$ cat src/hdl/dpc_pkg.sv
// debounced pulse counter package: debouncer state encodings, control struct
// and register map constants. no dependencies.
`default_nettype none

package dpc_pkg;

   // width of the hold_ticks register and of the result fields
   localparam int HOLD_WIDTH  = 16;
   localparam int RSP_CNT_W   = 32;

   // register indexes
   localparam logic REG_HOLD_TICKS = 1'b0;

   // reset value of hold_ticks
   localparam logic [HOLD_WIDTH-1:0] HOLD_TICKS_RESET = 16'd40;

   // direction codes
   localparam logic [1:0] DIR_CW  = 2'd0;
   localparam logic [1:0] DIR_CCW = 2'd1;

   // state codes as reported on the result channel
   localparam logic [1:0] DS_UP      = 2'd0;
   localparam logic [1:0] DS_DOWN    = 2'd1;
   localparam logic [1:0] DS_FALLING = 2'd2;
   localparam logic [1:0] DS_RISING  = 2'd3;

   typedef enum logic [3:0] {
      ST_UP      = 4'b0001,
      ST_DOWN    = 4'b0010,
      ST_FALLING = 4'b0100,
      ST_RISING  = 4'b1000
   } fsm_state_type;

   typedef struct packed {
      fsm_state_type state;
      logic          armed;
   } ctrl_type;

   function automatic logic [1:0] state_code(input fsm_state_type st);
      logic [1:0] code;
      unique case (st)
         ST_UP:      code = DS_UP;
         ST_DOWN:    code = DS_DOWN;
         ST_FALLING: code = DS_FALLING;
         ST_RISING:  code = DS_RISING;
         default:    code = DS_UP;
      endcase
      return code;
   endfunction

endpackage

`default_nettype wire

$ cat src/hdl/dpc_tick_logic.sv
// debouncer next-state logic for one tick: fsm, hold timer and pulse counts.
// depends on dpc_pkg.
`default_nettype none

module dpc_tick_logic #(
   parameter int COUNT_WIDTH = 32,
   parameter int TIMER_WIDTH = 16
) (
   input  var dpc_pkg::ctrl_type                 ctrl_cur,
   input  wire logic [TIMER_WIDTH-1:0]           timer_cur,
   input  wire logic [COUNT_WIDTH-1:0]           cw_cur,
   input  wire logic [COUNT_WIDTH-1:0]           ccw_cur,
   input  wire logic                             pin_level,
   input  wire logic [1:0]                       direction,
   input  wire logic [dpc_pkg::HOLD_WIDTH-1:0]   hold_ticks,
   output dpc_pkg::ctrl_type                     ctrl_next,
   output logic [TIMER_WIDTH-1:0]                timer_next,
   output logic [COUNT_WIDTH-1:0]                cw_next,
   output logic [COUNT_WIDTH-1:0]                ccw_next,
   output logic                                  rise
);

   localparam int CMP_W = (TIMER_WIDTH > dpc_pkg::HOLD_WIDTH) ? TIMER_WIDTH
                                                              : dpc_pkg::HOLD_WIDTH;

   logic [TIMER_WIDTH-1:0] timer_inc;
   logic                   timer_hit;
   logic                   elapsed;

   // saturating increment
   assign timer_inc = (timer_cur == {TIMER_WIDTH{1'b1}}) ? timer_cur
                                                         : timer_cur + TIMER_WIDTH'(1);
   assign timer_hit = CMP_W'(timer_inc) >= CMP_W'(hold_ticks);

   always_comb begin
      ctrl_next  = ctrl_cur;
      timer_next = timer_cur;
      cw_next    = cw_cur;
      ccw_next   = ccw_cur;
      rise       = 1'b0;
      elapsed    = 1'b0;

      // hold timer runs only while a change is pending
      if (ctrl_cur.state == dpc_pkg::ST_FALLING || ctrl_cur.state == dpc_pkg::ST_RISING) begin
         if (!ctrl_cur.armed) begin
            ctrl_next.armed = 1'b1;
            timer_next      = '0;
         end else begin
            timer_next = timer_inc;
            if (timer_hit) begin
               ctrl_next.armed = 1'b0;
               elapsed         = 1'b1;
            end
         end
      end

      unique case (ctrl_cur.state)
         dpc_pkg::ST_UP: begin
            if (!pin_level) ctrl_next.state = dpc_pkg::ST_FALLING;
         end
         dpc_pkg::ST_DOWN: begin
            if (pin_level) ctrl_next.state = dpc_pkg::ST_RISING;
         end
         dpc_pkg::ST_FALLING: begin
            if (elapsed) ctrl_next.state = pin_level ? dpc_pkg::ST_UP : dpc_pkg::ST_DOWN;
         end
         dpc_pkg::ST_RISING: begin
            if (elapsed) begin
               if (pin_level) begin
                  ctrl_next.state = dpc_pkg::ST_UP;
                  rise            = 1'b1;
                  if (direction == dpc_pkg::DIR_CW) begin
                     cw_next = cw_cur + COUNT_WIDTH'(1);
                  end else if (direction == dpc_pkg::DIR_CCW) begin
                     ccw_next = ccw_cur + COUNT_WIDTH'(1);
                  end
               end else begin
                  ctrl_next.state = dpc_pkg::ST_DOWN;
               end
            end
         end
         default: begin
            ctrl_next.state = dpc_pkg::ST_UP;
         end
      endcase
   end

endmodule

`default_nettype wire

$ cat src/hdl/debounced_pulse_counter_core.sv
// debounced pulse counter top level: state registers, result register and csr port.
// depends on dpc_pkg and dpc_tick_logic.
`default_nettype none

// Each request transfer is one timer tick carrying the sampled pulse pin level and
// the motor direction. The debouncer moves between up, falling, down and rising; a
// level change waits until its timer reaches hold_ticks (csr register 0, reset 40)
// before it is confirmed or rejected, and a confirmed rising edge bumps the
// clockwise or counter-clockwise count picked by the direction. Every tick gives
// one response with the new state, a rise flag and both counts. One tick is taken
// per clock unless a response stalls; the state update is combinational between
// the state and response registers, and the response appears the cycle after its
// request transfer. A request is taken while a response is pending if that response
// leaves the same cycle. Write hold_ticks only while no response is pending.

module debounced_pulse_counter_core #(
   parameter int COUNT_WIDTH = 32,
   parameter int TIMER_WIDTH = 16
) (
   input  wire logic        clock,
   input  wire logic        reset,
   // request channel
   input  wire logic        req_valid,
   output logic             req_ready,
   input  wire logic        req_pin_level,
   input  wire logic [1:0]  req_direction,
   // response channel
   output logic             rsp_valid,
   input  wire logic        rsp_ready,
   output logic [1:0]       rsp_debounce_state,
   output logic             rsp_rise_seen,
   output logic [31:0]      rsp_count_clockwise,
   output logic [31:0]      rsp_count_counterclockwise,
   // csr port
   input  wire logic        csr_psel,
   input  wire logic        csr_penable,
   input  wire logic        csr_pwrite,
   input  wire logic [2:0]  csr_paddr,
   input  wire logic [31:0] csr_pwdata,
   output logic [31:0]      csr_prdata,
   output logic             csr_pready
);

   dpc_pkg::ctrl_type                ctrl_ff, ctrl_in;
   logic [TIMER_WIDTH-1:0]           timer_ff, timer_in;
   logic [COUNT_WIDTH-1:0]           cw_ff, cw_in;
   logic [COUNT_WIDTH-1:0]           ccw_ff, ccw_in;
   logic [dpc_pkg::HOLD_WIDTH-1:0]   hold_ticks_ff;
   logic                             rise;
   logic                             req_xfer;
   logic                             csr_write;
   logic                             csr_hit;

   logic                             rsp_valid_ff;
   logic [1:0]                       rsp_state_ff;
   logic                             rsp_rise_ff;
   logic [dpc_pkg::RSP_CNT_W-1:0]    rsp_cw_ff;
   logic [dpc_pkg::RSP_CNT_W-1:0]    rsp_ccw_ff;

   assign req_ready = !rsp_valid_ff || rsp_ready;
   assign req_xfer  = req_valid && req_ready;

   // csr decode: byte address 4*i, bit 2 selects the register index
   assign csr_pready = 1'b1;
   assign csr_hit    = (csr_paddr[2] == dpc_pkg::REG_HOLD_TICKS);
   assign csr_write  = csr_psel && csr_penable && csr_pwrite && csr_hit;
   assign csr_prdata = csr_hit ? 32'(hold_ticks_ff) : 32'd0;

   always_ff @(posedge clock) begin
      if (reset) begin
         hold_ticks_ff <= dpc_pkg::HOLD_TICKS_RESET;
      end else if (csr_write) begin
         hold_ticks_ff <= csr_pwdata[dpc_pkg::HOLD_WIDTH-1:0];
      end
   end

   dpc_tick_logic #(
      .COUNT_WIDTH (COUNT_WIDTH),
      .TIMER_WIDTH (TIMER_WIDTH)
   ) u_tick (
      .ctrl_cur   (ctrl_ff),
      .timer_cur  (timer_ff),
      .cw_cur     (cw_ff),
      .ccw_cur    (ccw_ff),
      .pin_level  (req_pin_level),
      .direction  (req_direction),
      .hold_ticks (hold_ticks_ff),
      .ctrl_next  (ctrl_in),
      .timer_next (timer_in),
      .cw_next    (cw_in),
      .ccw_next   (ccw_in),
      .rise       (rise)
   );

   always_ff @(posedge clock) begin
      if (reset) begin
         ctrl_ff.state <= dpc_pkg::ST_UP;
         ctrl_ff.armed <= 1'b0;
         timer_ff      <= '0;
         cw_ff         <= '0;
         ccw_ff        <= '0;
      end else if (req_xfer) begin
         ctrl_ff  <= ctrl_in;
         timer_ff <= timer_in;
         cw_ff    <= cw_in;
         ccw_ff   <= ccw_in;
      end
   end

   always_ff @(posedge clock) begin
      if (reset) begin
         rsp_valid_ff <= 1'b0;
      end else if (req_xfer) begin
         rsp_valid_ff <= 1'b1;
      end else if (rsp_ready) begin
         rsp_valid_ff <= 1'b0;
      end
   end

   // payload loads only on a request transfer, so a stalled response holds
   always_ff @(posedge clock) begin
      if (req_xfer) begin
         rsp_state_ff <= dpc_pkg::state_code(ctrl_in.state);
         rsp_rise_ff  <= rise;
         rsp_cw_ff    <= dpc_pkg::RSP_CNT_W'(cw_in);
         rsp_ccw_ff   <= dpc_pkg::RSP_CNT_W'(ccw_in);
      end
   end

   assign rsp_valid                  = rsp_valid_ff;
   assign rsp_debounce_state         = rsp_state_ff;
   assign rsp_rise_seen              = rsp_rise_ff;
   assign rsp_count_clockwise        = rsp_cw_ff;
   assign rsp_count_counterclockwise = rsp_ccw_ff;

endmodule

`default_nettype wire

$ cat config.mk
export PLATFORM = sky130hd
export DESIGN_NAME = debounced_pulse_counter_core
export DESIGN_NICKNAME = d
export VERILOG_FILES = /design/src/hdl/dpc_pkg.sv /design/src/hdl/dpc_tick_logic.sv /design/src/hdl/debounced_pulse_counter_core.sv
export SDC_FILE = /design/constraint.sdc
export NUM_CORES = 1
export LEC_CHECK = 0
export BUFFER_PORTS_ARGS = -buffer_cell sky130_fd_sc_hd__buf_4
export CORE_ASPECT_RATIO = 1.2
export CORE_UTILIZATION = 57
export DETAILED_ROUTE_END_ITERATION = 7
export PLACE_DENSITY_LB_ADDON = 0.05
export SLEW_MARGIN = 25
export SYNTH_ARGS = -nofsm -noshare
export SYNTH_HDL_FRONTEND = slang
export SYNTH_SLANG_ARGS = --single-unit
$ cat constraint.sdc
create_clock -name clock -period 5.6 [get_ports clock]
set_clock_uncertainty 0.05 [all_clocks]
set_input_delay 0.56 -clock clock [delete_from_list [all_inputs] [get_ports clock]]
set_output_delay 0.56 -clock clock [all_outputs]
set_load 0.005 [all_outputs]
==> results_dict.tcl, run 1 <==
set metrics [dict create \
    synthArstFlopShare 0 \
    grt_setup_unrepaired "no" \
    synth_cells 1000 \
    slew_headroom 0.373 \
    finalSetupTns_ns 0 \
    reg2reg_to "rsp_count_counterclockwise[13]" \
    ys.flop_type "dfxtp_1" \
    min_path_type "input port to register" \
    pre_cts_slack_ns 0.716 \
    cts.sinks 169 \
    ys_seq_elements 169 \
    grt-ovfl-total 0 \
    p_seq_frac 0.510 \
    timing.rr.start "timer_ff[4]" \
    startpoint_type "register" \
    ir_worst_vdd_mv 0.175 \
    num_io_pins 147 \
    nFillCells 1302 \
    critical-path-max-stage-delay_ns 0.70 \
    layout_setup_ws_ns 0.638 \
    n_antenna_cell 0 \
    critPathArrivalTime_ns 5.07 \
    via_count 7452 \
    p_int_mw 2.02 \
    setup_viol 0 \
    ys_seq_area_frac 0.457 \
    holdPathStages 3 \
    cts_buffers 17 \
    report.final.slew_viol_count 0 \
    max_freq_mhz 202 \
    drive_above_1_share 0.161 \
    syn_area_um2 8870 \
    critical_path.max_fanout 32 \
    worstHoldStart "csr_pwdata[3]" \
    power_frac_comb 0.049 \
    switching_power_uw 568 \
    gp_congestion 0.849 \
    root_buffer "clkbuf_16" \
    hold_buffers 0 \
    cts_tree "done" \
    pwr-share-clk 0.441 \
    cts_max_level 4 \
    coreArea_um2 15100 \
    wirelength_mm 19.9 \
    power_leakage_nw 3.88 \
    cap_violations 0 \
    cp-end-kind "register" \
    worstMarginPinSlew_ns 0.941 \
    switching_share 0.219 \
    rr_worst_depth 14 \
    status "complete, no violations" \
    final_hold_viol_count 0 \
    first_iter_violations 631 \
    cts_buffer_depth 2 \
    fin_util 0.686 \
    drc 0 \
    nets 1141 \
    via_per_inst 5.76 \
    grt_usage 0.254 \
    synth_edf_count 67 \
    min_to "hold_ticks_ff[3]" \
    io_buffers 111 \
    dp_hpwl_mm 13.3 \
    required_ns 5.71 \
    post_cts_resized 0 \
    die_y_um 139 \
    reg2reg_slack_ns 0.64 \
    post_cts_buffers 0 \
    avgSynthCellArea_um2 8.87 \
    cp_common_cell "buf_4" \
    start_util 0.588 \
    crit_type "register to register" \
    dieArea_um2 16100 \
    ant_nets 0 \
    path_buf_inv 3 \
    antenna_found_initial 0 \
    clock_latency_ns 0.43 \
    synth.distinct_cells 63 \
    first_pass_iters 5 \
    worst-path-stages 14 \
    yosysWarnings 0 \
    cpLargestDelayFamily "compound AO/OA/AOI/OAI gates" \
    crit_path_top_delay_cell "o21ai_4" \
    crit_chain "and3_1 -> nand4_1 -> nor3_1 -> buf_4 -> xor2_1 -> ha_1 -> nand2b_1 -> a2111oi_0 -> o311ai_1 -> buf_4 -> o21ai_4 -> buf_4 -> nor3_1 -> xor2_1" \
    min_period_over_period 0.886 \
    wl_per_cell_um 15.4 \
    row_count 49 \
    grt_pass1_wl_mm 32.3 \
    clkTransAtPathRegs_ns 0.07 \
    grt_pass1_vias 6712 \
    powerDensity_nw_per_um2 250 \
    area_growth_pct 16.7 \
    die_w_um 116 \
    finalCriticalPeriod_ns 4.96 \
    grt_max_degree 82 \
]
cell usage in the layout (no fill, tap or decap), types with 32 or more instances in the layout:
cell type and n:
o21ai_0 49, nor2_1 71, buf_4 123, edfxtp_1 67
nand2_1 92, a21oi_1 96, xor2_1 57, dfxtp_1 102
or3_1 32, nand3_1 41, nor3_1 47
flip-flops by register name, summed over array words and instances (netlist names):
signal / flops
rsp_valid: 1
rsp_count_counterclockwise: 32
rsp_count_clockwise: 32
rsp_debounce_state: 2
timer_ff: 16
cw_ff: 32
rsp_rise_seen: 1
ctrl_ff: 5
hold_ticks_ff: 16
ccw_ff: 32
stage by stage:
stage,hold WS (ns),power [mW],std cells,cell area [um^2]
floorplan,0.386,1.41,1015,8920
global placement,0.393,1.47,1262,9760
detailed placement,0.397,1.48,1262,9770
CTS,0.304,2.60,1294,10300
global route,0.320,2.67,1294,10300
finish,0.305,2.59,1294,10300
cell type report:
type | count | area [um^2] | area share
multi-input cells | 733 | 4400 | 0.425
flip-flops and latches | 169 | 4050 | 0.392
repair buffers | 124 | 943 | 0.0912
clock buffers | 24 | 524 | 0.0507
well taps | 204 | 255 | 0.0247
inverters | 32 | 120 | 0.0116
clock inverters | 8 | 57.6 | 0.00556
worst max path at each step:
stage,to,startpoint,slack (ns)
after floorplan,cw_ff[10],timer_ff[4],1.16
after global placement,rsp_count_counterclockwise[13],timer_ff[4],0.77
after detailed placement,rsp_count_counterclockwise[13],timer_ff[4],0.72
after CTS,rsp_count_counterclockwise[13],timer_ff[4],0.68
after global routing,rsp_count_counterclockwise[13],timer_ff[4],0.33
final,rsp_count_counterclockwise[13],timer_ff[4],0.64
synth_stat cells (3+ instances only):
cell type  count  share of area
nor4_1        12         0.0085
xor2_1        57          0.056
nand4_1       21          0.015
o21a_1        11         0.0093
nand4b_1       5         0.0049
buf_2          3         0.0017
xnor2_1       20          0.020
a211oi_1       3         0.0025
o31ai_1       23          0.019
inv_1         32          0.014
ha_1          19          0.027
a31oi_1        7         0.0049
or4_1         25          0.021
and2_1         3         0.0021
nand3_1       41          0.023
and3_1        11         0.0078
or2_2          4         0.0028
buf_4         17          0.014
o211ai_1       5         0.0042
a21oi_1       96          0.054
a2111oi_0      3         0.0030
nand2b_1       7         0.0049
and4_1         5         0.0049
nor2_1        72          0.030
nor3_1        48          0.027
or3_2          4         0.0034
a21o_1         3         0.0025
buf_1          6         0.0025
dfxtp_1      102           0.23
edfxtp_1      67           0.23
o21ai_0       50          0.028
or3_1         32          0.023
nand2_1       92          0.039
clkbuf_1      55          0.023
per-layer routing:
| metal | up-vias | global-route usage | routed length (um) |
|---|---|---|---|
| met5 | - | 0 | 0 |
| met4 | 0 | 0.0682 | 242 |
| met3 | 24 | 0.0459 | 1050 |
| met2 | 219 | 0.427 | 9980 |
| met1 | 3461 | 0.333 | 8670 |
| li1 | 3748 | - | - |
power by group through the flow:
stage / combinational, mW / sequential [mW] / clock, mW
after detailed placement: 0.128 / 1.35 / 0
after global routing: 0.141 / 1.32 / 1.20
after floorplan: 0.0652 / 1.35 / 0
final: 0.128 / 1.32 / 1.14
after global placement: 0.127 / 1.35 / 0
after CTS: 0.129 / 1.32 / 1.15
kinds of logic (layout without fill, tap and decap cells):
kind of cell / count (synthesis) / in the layout / synth area share
compound gates: 220 / 220 / 0.147
xor+xnor: 77 / 77 / 0.0761
fa+ha+maj: 19 / 19 / 0.0268
buf+inv: 113 / 188 / 0.0555
flops: 169 / 169 / 0.457
mux: 2 / 2 / 0.00254
other cells: 2 / 17 / 0.000847
simple gates: 398 / 398 / 0.234
tightest hold or removal path, cell delays in order:
cell      delay, ns
buf_4          0.08
nand2_1        0.04
o211ai_1       0.07
Note: power is estimated with default switching activity, not from simulation.
==> run 2: changes to the inputs <==
--- a/config.mk
+++ b/config.mk
@@ -5,6 +5,7 @@
 export SDC_FILE = /design/constraint.sdc
 export NUM_CORES = 1
 export LEC_CHECK = 0
+export ABC_AREA = 1
 export BUFFER_PORTS_ARGS = -buffer_cell sky130_fd_sc_hd__buf_4
 export CORE_ASPECT_RATIO = 1.2
 export CORE_UTILIZATION = 57
==> results_dict.tcl, run 2 <==
set metrics [dict create \
    layout_setup_ws_ns 1.60 \
    cts_buffers 17 \
    drive_above_1_share 0.130 \
    cts_tree "done" \
    synth_compound_area_frac 0.0985 \
    min_period_over_period 0.715 \
    worstMarginPinSlew_ns 0.804 \
    cts_buffer_depth 2 \
    ant_nets 0 \
    root_buffer "clkbuf_16" \
    synthSimpleGateAreaFrac 0.251 \
    via_per_inst 5.05 \
    synth_top_family_by_area "simple AND/OR/NAND/NOR gates" \
    post_cts_buffers 0 \
    syn_area_um2 9010 \
    crit_chain "ha_1 -> inv_1 -> nor2_2 -> nand3_1 -> nor2_2 -> nand2_1 -> nor2_1 -> nor2_1 -> xor2_1 -> ha_1 -> nand4_1 -> nor3_1 -> nand2_1 -> nand2_2 -> nand3_4 -> inv_2 -> nand2_1 -> xor2_1 -> inv_1" \
    die_y_um 140 \
    cap_violations 0 \
    min_path_type "input port to register" \
    ys_top_cells_by_count "nand2_1, inv_1, nor2_1" \
    ir_worst_vdd_mv 0.223 \
    power_leakage_nw 5.02 \
    muxShareOfSynthArea 0 \
    synth.distinct_cells 38 \
    required_ns 5.73 \
    synth_edf_count 67 \
    io_buffers 111 \
    drc 0 \
    final_hold_viol_count 0 \
    n_antenna_cell 0 \
    post_cts_resized 0 \
    grt-ovfl-total 0 \
    antenna_found_initial 0 \
    hold_buffers 0 \
    gp_congestion 0.897 \
    p_int_mw 2.09 \
    crit_type "register to register" \
    area_growth_pct 15.8 \
    critical-path-max-stage-delay_ns 0.38 \
    cp-end-kind "register" \
    grt_pass1_vias 6956 \
    finalSetupTns_ns 0 \
    finalCriticalPeriod_ns 4.00 \
    grt_pass1_wl_mm 32.6 \
    powerDensity_nw_per_um2 269 \
    dp_hpwl_mm 14.3 \
    cts.sinks 169 \
    via_count 7718 \
    avgSynthCellArea_um2 7.40 \
    first_iter_violations 598 \
    switching_power_uw 707 \
    crit_path_top_delay_cell "dfxtp_1" \
    grt_max_degree 70 \
    power_mw 2.80 \
    p_seq_frac 0.505 \
    wl_per_cell_um 13.3 \
    clkTransAtPathRegs_ns 0.06 \
    nets 1376 \
    grt_usage 0.258 \
    synth_area_leader_cell "dfxtp_1" \
    ys.flop_type "dfxtp_1" \
    layout_common_cells "nand2_1, inv_1, nor2_1" \
    start_util 0.592 \
    num_io_pins 147 \
    layout_commonest_cell "nand2_1" \
    yosys.area_share.xor_xnor 0.0438 \
    yosysTopAreaCellShare 0.227 \
    die_w_um 117 \
    grt_setup_unrepaired "no" \
    yosysWarnings 0 \
    power_frac_comb 0.108 \
    critPathArrivalTime_ns 4.13 \
    yosys.area_share.adder 0.0264 \
    holdPathStages 3 \
    rr_worst_depth 19 \
    synth_cells 1217 \
    report.final.slew_viol_count 0 \
    status "complete, no violations" \
    yosysMostFrequentCell "nand2_1" \
    max_freq_mhz 250 \
    switching_share 0.253 \
    setup_viol 0 \
    multiInputGateArea_um2 3850 \
    clock_latency_ns 0.43 \
    synthArstFlopShare 0 \
    dieArea_um2 16300 \
    cts_max_level 4 \
    wirelength_mm 20.3 \
    critical_path.max_fanout 18 \
    pre_cts_slack_ns 1.67 \
    fin_cells 1528 \
    pwr-share-clk 0.387 \
    synth.area.top_cells "dfxtp_1, edfxtp_1, nand2_1" \
    ys_seq_area_frac 0.450 \
    postLayoutCellArea_um2 10400 \
    dpl_cell_area_um2 9890 \
    slew_headroom 0.464 \
    startpoint_type "register" \
    row_count 49 \
    cp_common_cell "nand2_1" \
    nFillCells 1346 \
    first_pass_iters 5 \
    seqCellArea_um2 4050 \
    place_inst 1497 \
    ys_seq_elements 169 \
    coreArea_um2 15200 \
]
## run 2: changes by cell type in the layout (fill, tap and decap cells not counted), sizes merged, moves of 11 or more
cell and change:
a21oi -11, inv +200, nor3 -15, or3 -37
xnor2 -16, o21ai +17, o31ai -22, or4 -27
nor2 +57, xor2 -16, nand2 +189
## run 2: metrics by stage
stage	util	hold WS (ns)
5_1_grt	0.686	0.328
3_5_place_dp	0.651	0.427
4_1_cts	0.686	0.290
3_3_place_gp	0.651	0.425
6_report	0.686	0.296
2_1_floorplan	-	0.399
## run 2: cell type report
cell class | count | share of cell area
clock buffer | 18 | 0.0411
clock inverter | 13 | 0.0103
inverter | 234 | 0.0845
multi-input combinational | 776 | 0.369
sequential | 169 | 0.389
tap | 204 | 0.0245
timing repair buffer | 114 | 0.0821
## run 2: power by group through the flow
| stage | sequential [mW] | combinational, mW | clock [mW] |
|---|---|---|---|
| after floorplan | 1.44 | 0.185 | 0 |
| after global placement | 1.44 | 0.293 | 0 |
| after detailed placement | 1.44 | 0.300 | 0 |
| after CTS | 1.42 | 0.303 | 1.10 |
| after global routing | 1.43 | 0.340 | 1.14 |
| final | 1.42 | 0.302 | 1.08 |
## run 2: per-layer routing
layer	vias to the layer above	global-route usage	wire length (um)
met2	176	0.445	10200
met3	30	0.0457	821
met4	0	0.0979	448
met5	-	0	0
met1	3527	0.316	8790
li1	3985	-	-
## run 2: cells by family after synthesis
group           count (synthesis)
other cells                     2
simple gates                  526
fa+ha+maj                      19
compound gates                169
buf+inv                       287
xor+xnor                       45
flops                         169
## run 2: final timing paths
path	startpoint	slack, ns	to
worst max-delay path	timer_ff[0]	1.60	rsp_count_clockwise[16]
worst min-delay path	csr_pwdata[5]	0.30	hold_ticks_ff[5]
worst max register to register	timer_ff[0]	1.60	rsp_count_clockwise[16]
worst min register to register	timer_ff[14]	0.43	timer_ff[14]
## run 2: worst max-delay path, delay by kind of cell, from the launching register on
kind          cells  cell delay (ns)
simple gates     12             1.99
xor+xnor          2             0.38
fa+ha+maj         2             0.47
flops             1             0.38
buf+inv           3             0.46
==> run 3: changes to the inputs <==
--- a/config.mk
+++ b/config.mk
@@ -5,7 +5,7 @@
 export SDC_FILE = /design/constraint.sdc
 export NUM_CORES = 1
 export LEC_CHECK = 0
-export ABC_AREA = 1
+export ABC_AREA = 0
 export BUFFER_PORTS_ARGS = -buffer_cell sky130_fd_sc_hd__buf_4
 export CORE_ASPECT_RATIO = 1.2
 export CORE_UTILIZATION = 57
==> constraint.sdc (replaced) <==
create_clock -name clock -period 4.1 [get_ports clock]
set_clock_uncertainty 0.05 [all_clocks]
set_input_delay 0.41 -clock clock [delete_from_list [all_inputs] [get_ports clock]]
set_output_delay 0.41 -clock clock [all_outputs]
set_load 0.005 [all_outputs]
==> results_dict.tcl, run 3 (synthesis results as in run 1) <==
set metrics [dict create \
    timing.rr.start "timer_ff[1]" \
    n_antenna_cell 0 \
    min_period_over_period 0.948 \
    io_buffers 111 \
    use_met2 0.430 \
    row_count 49 \
    top_usage_layer "met2" \
    finalCriticalPeriod_ns 3.89 \
    antenna_found_initial 0 \
    status "complete, no violations" \
    multiInputGateArea_um2 4460 \
    start_util 0.588 \
    cap_violations 0 \
    switching_power_uw 823 \
    die_y_um 139 \
    startpoint_type "register" \
    reg2reg_to "cw_ff[31]" \
    grt_pass1_vias 6784 \
    dpl_cell_area_um2 9990 \
    seqCellArea_um2 4060 \
    required_ns 4.42 \
    num_io_pins 147 \
    min_path_type "input port to register" \
    grt_max_degree 79 \
    gp_congestion 0.846 \
    ant_nets 0 \
    grt_pass1_wl_mm 33.0 \
    worstMarginPinSlew_ns 0.909 \
    grt-ovfl-total 0 \
    reg2reg_slack_ns 0.21 \
    coreArea_um2 15100 \
    nFillCells 1255 \
    slew_headroom 0.392 \
    cts_buffers 17 \
    layout_commonest_cell "buf_4" \
    via_per_inst 5.81 \
    postLayoutCellArea_um2 10700 \
    clkTransAtPathRegs_ns 0.07 \
    p_int_mw 2.74 \
    crit_start "timer_ff[1]" \
    cts_tree "done" \
    worstHoldStart "csr_pwdata[3]" \
    critical-path-max-stage-delay_ns 0.41 \
    fin_cells 1322 \
    ir_worst_vdd_mv 0.349 \
    crit_chain "ha_1 -> nand3_4 -> nor3_4 -> buf_4 -> nor3_1 -> or2_2 -> ha_1 -> o21ai_0 -> a211o_1 -> o311ai_4 -> o211ai_1 -> buf_4 -> buf_12 -> or4_1 -> a21oi_1" \
    crit_path_top_delay_cell "or4_1" \
    cp-end-kind "register" \
    area_growth_pct 20.3 \
    wirelength_mm 20.6 \
    rr_worst_depth 15 \
    globalRouteMet1Util 0.341 \
    grt_usage 0.261 \
    power_leakage_nw 4.06 \
    p_seq_frac 0.505 \
    first_pass_iters 5 \
    pwr-share-clk 0.445 \
    place_inst 1286 \
    layout_common_cells "buf_4, dfxtp_1, a21oi_1" \
    wl_per_cell_um 15.6 \
    hold_buffers 0 \
    drc 0 \
    critical_path.max_fanout 35 \
    max_freq_mhz 257 \
    cts.sinks 169 \
    final_hold_viol_count 0 \
    die_w_um 116 \
    crit_end "cw_ff[31]" \
    drive_above_1_share 0.194 \
    cts_max_level 4 \
    cts_buffer_depth 2 \
    switching_share 0.231 \
    critPathArrivalTime_ns 4.20 \
    powerDensity_nw_per_um2 334 \
    via_count 7682 \
    crit_type "register to register" \
    setup_viol 0 \
    power_mw 3.57 \
    power_frac_comb 0.050 \
    report.final.slew_viol_count 0 \
    dieArea_um2 16100 \
    grt_util_met3 0.0507 \
    dp_hpwl_mm 13.9 \
    first_iter_violations 495 \
    nets 1169 \
    root_buffer "clkbuf_16" \
    clock_latency_ns 0.44 \
]
[run 3: cell types whose count changed in the layout (fill, tap and decap cells not counted), moves of 10 or more]
cell,previous run,this run
o21ai_1,11,0
or3_1,0,32
a21oi_1,85,96
nand2_1,276,92
nor2_1,117,72
o31ai_1,1,23
nor3_1,31,45
or4_1,0,25
xnor2_1,4,20
inv_1,225,31
xor2_1,41,57
o21a_1,1,11
buf_4,114,149
nand3_1,50,39
[run 3: cell type report]
cell class | count | area share
repair buffers | 152 | 0.110
clock inverters | 12 | 0.00962
inverters | 32 | 0.0113
clock buffers | 20 | 0.0459
multi-input cells | 733 | 0.418
flip-flops and latches | 169 | 0.380
well taps | 204 | 0.0239
[run 3: worst min path at each step]
| stage | endpoint | cells past startpoint | slack, ns |
|---|---|---|---|
| 2_1_floorplan | hold_ticks_ff[10] | 2 | 0.39 |
| 3_3_place_gp | hold_ticks_ff[7] | 2 | 0.39 |
| 3_5_place_dp | hold_ticks_ff[7] | 2 | 0.40 |
| 4_1_cts | hold_ticks_ff[3] | 3 | 0.14 |
| 5_1_grt | hold_ticks_ff[3] | 3 | 0.15 |
| 6_report | hold_ticks_ff[3] | 3 | 0.15 |
[run 3: metal layers]
metal	up-vias	routed length [um]
met5	-	0
met4	0	388
met3	29	986
met2	206	10200
met1	3634	9040
li1	3813	-
[run 3: worst max-delay path, delay by kind of cell, from the launching register on]
family	cells	cell delay, ns
AO/OA/AOI/OAI	5	1.10
adder cells (fa/ha/maj)	2	0.54
buffers and inverters	3	0.52
flip-flops	1	0.39
AND/OR/NAND/NOR	5	1.20
[run 3: power groups by stage]
stage	Sequential, mW	Combinational [mW]	Clock (mW)
after floorplan	1.84	0.0894	0
after global placement	1.84	0.176	0
after detailed placement	1.84	0.177	0
after CTS	1.80	0.178	1.61
after global routing	1.80	0.194	1.68
final	1.80	0.178	1.59
[run 3: repair_timing]
action,in CTS,in global routing
endpoints found under the setup margin,0,122
setup buffers,0,4
resized for setup,0,13
[run 3: stage by stage]
| stage | hold slack (ns) | TNS (ns) | util | setup WS [ns] |
|---|---|---|---|---|
| floorplan | 0.386 | 0 | - | 0.00668 |
| global placement | 0.391 | 0 | 0.662 | 0.136 |
| detailed placement | 0.397 | 0 | 0.662 | 0.0730 |
| CTS | 0.137 | 0 | 0.701 | 0.0614 |
| global route | 0.146 | -0.00471 | 0.707 | -0.00415 |
| finish | 0.146 | 0 | 0.707 | 0.213 |
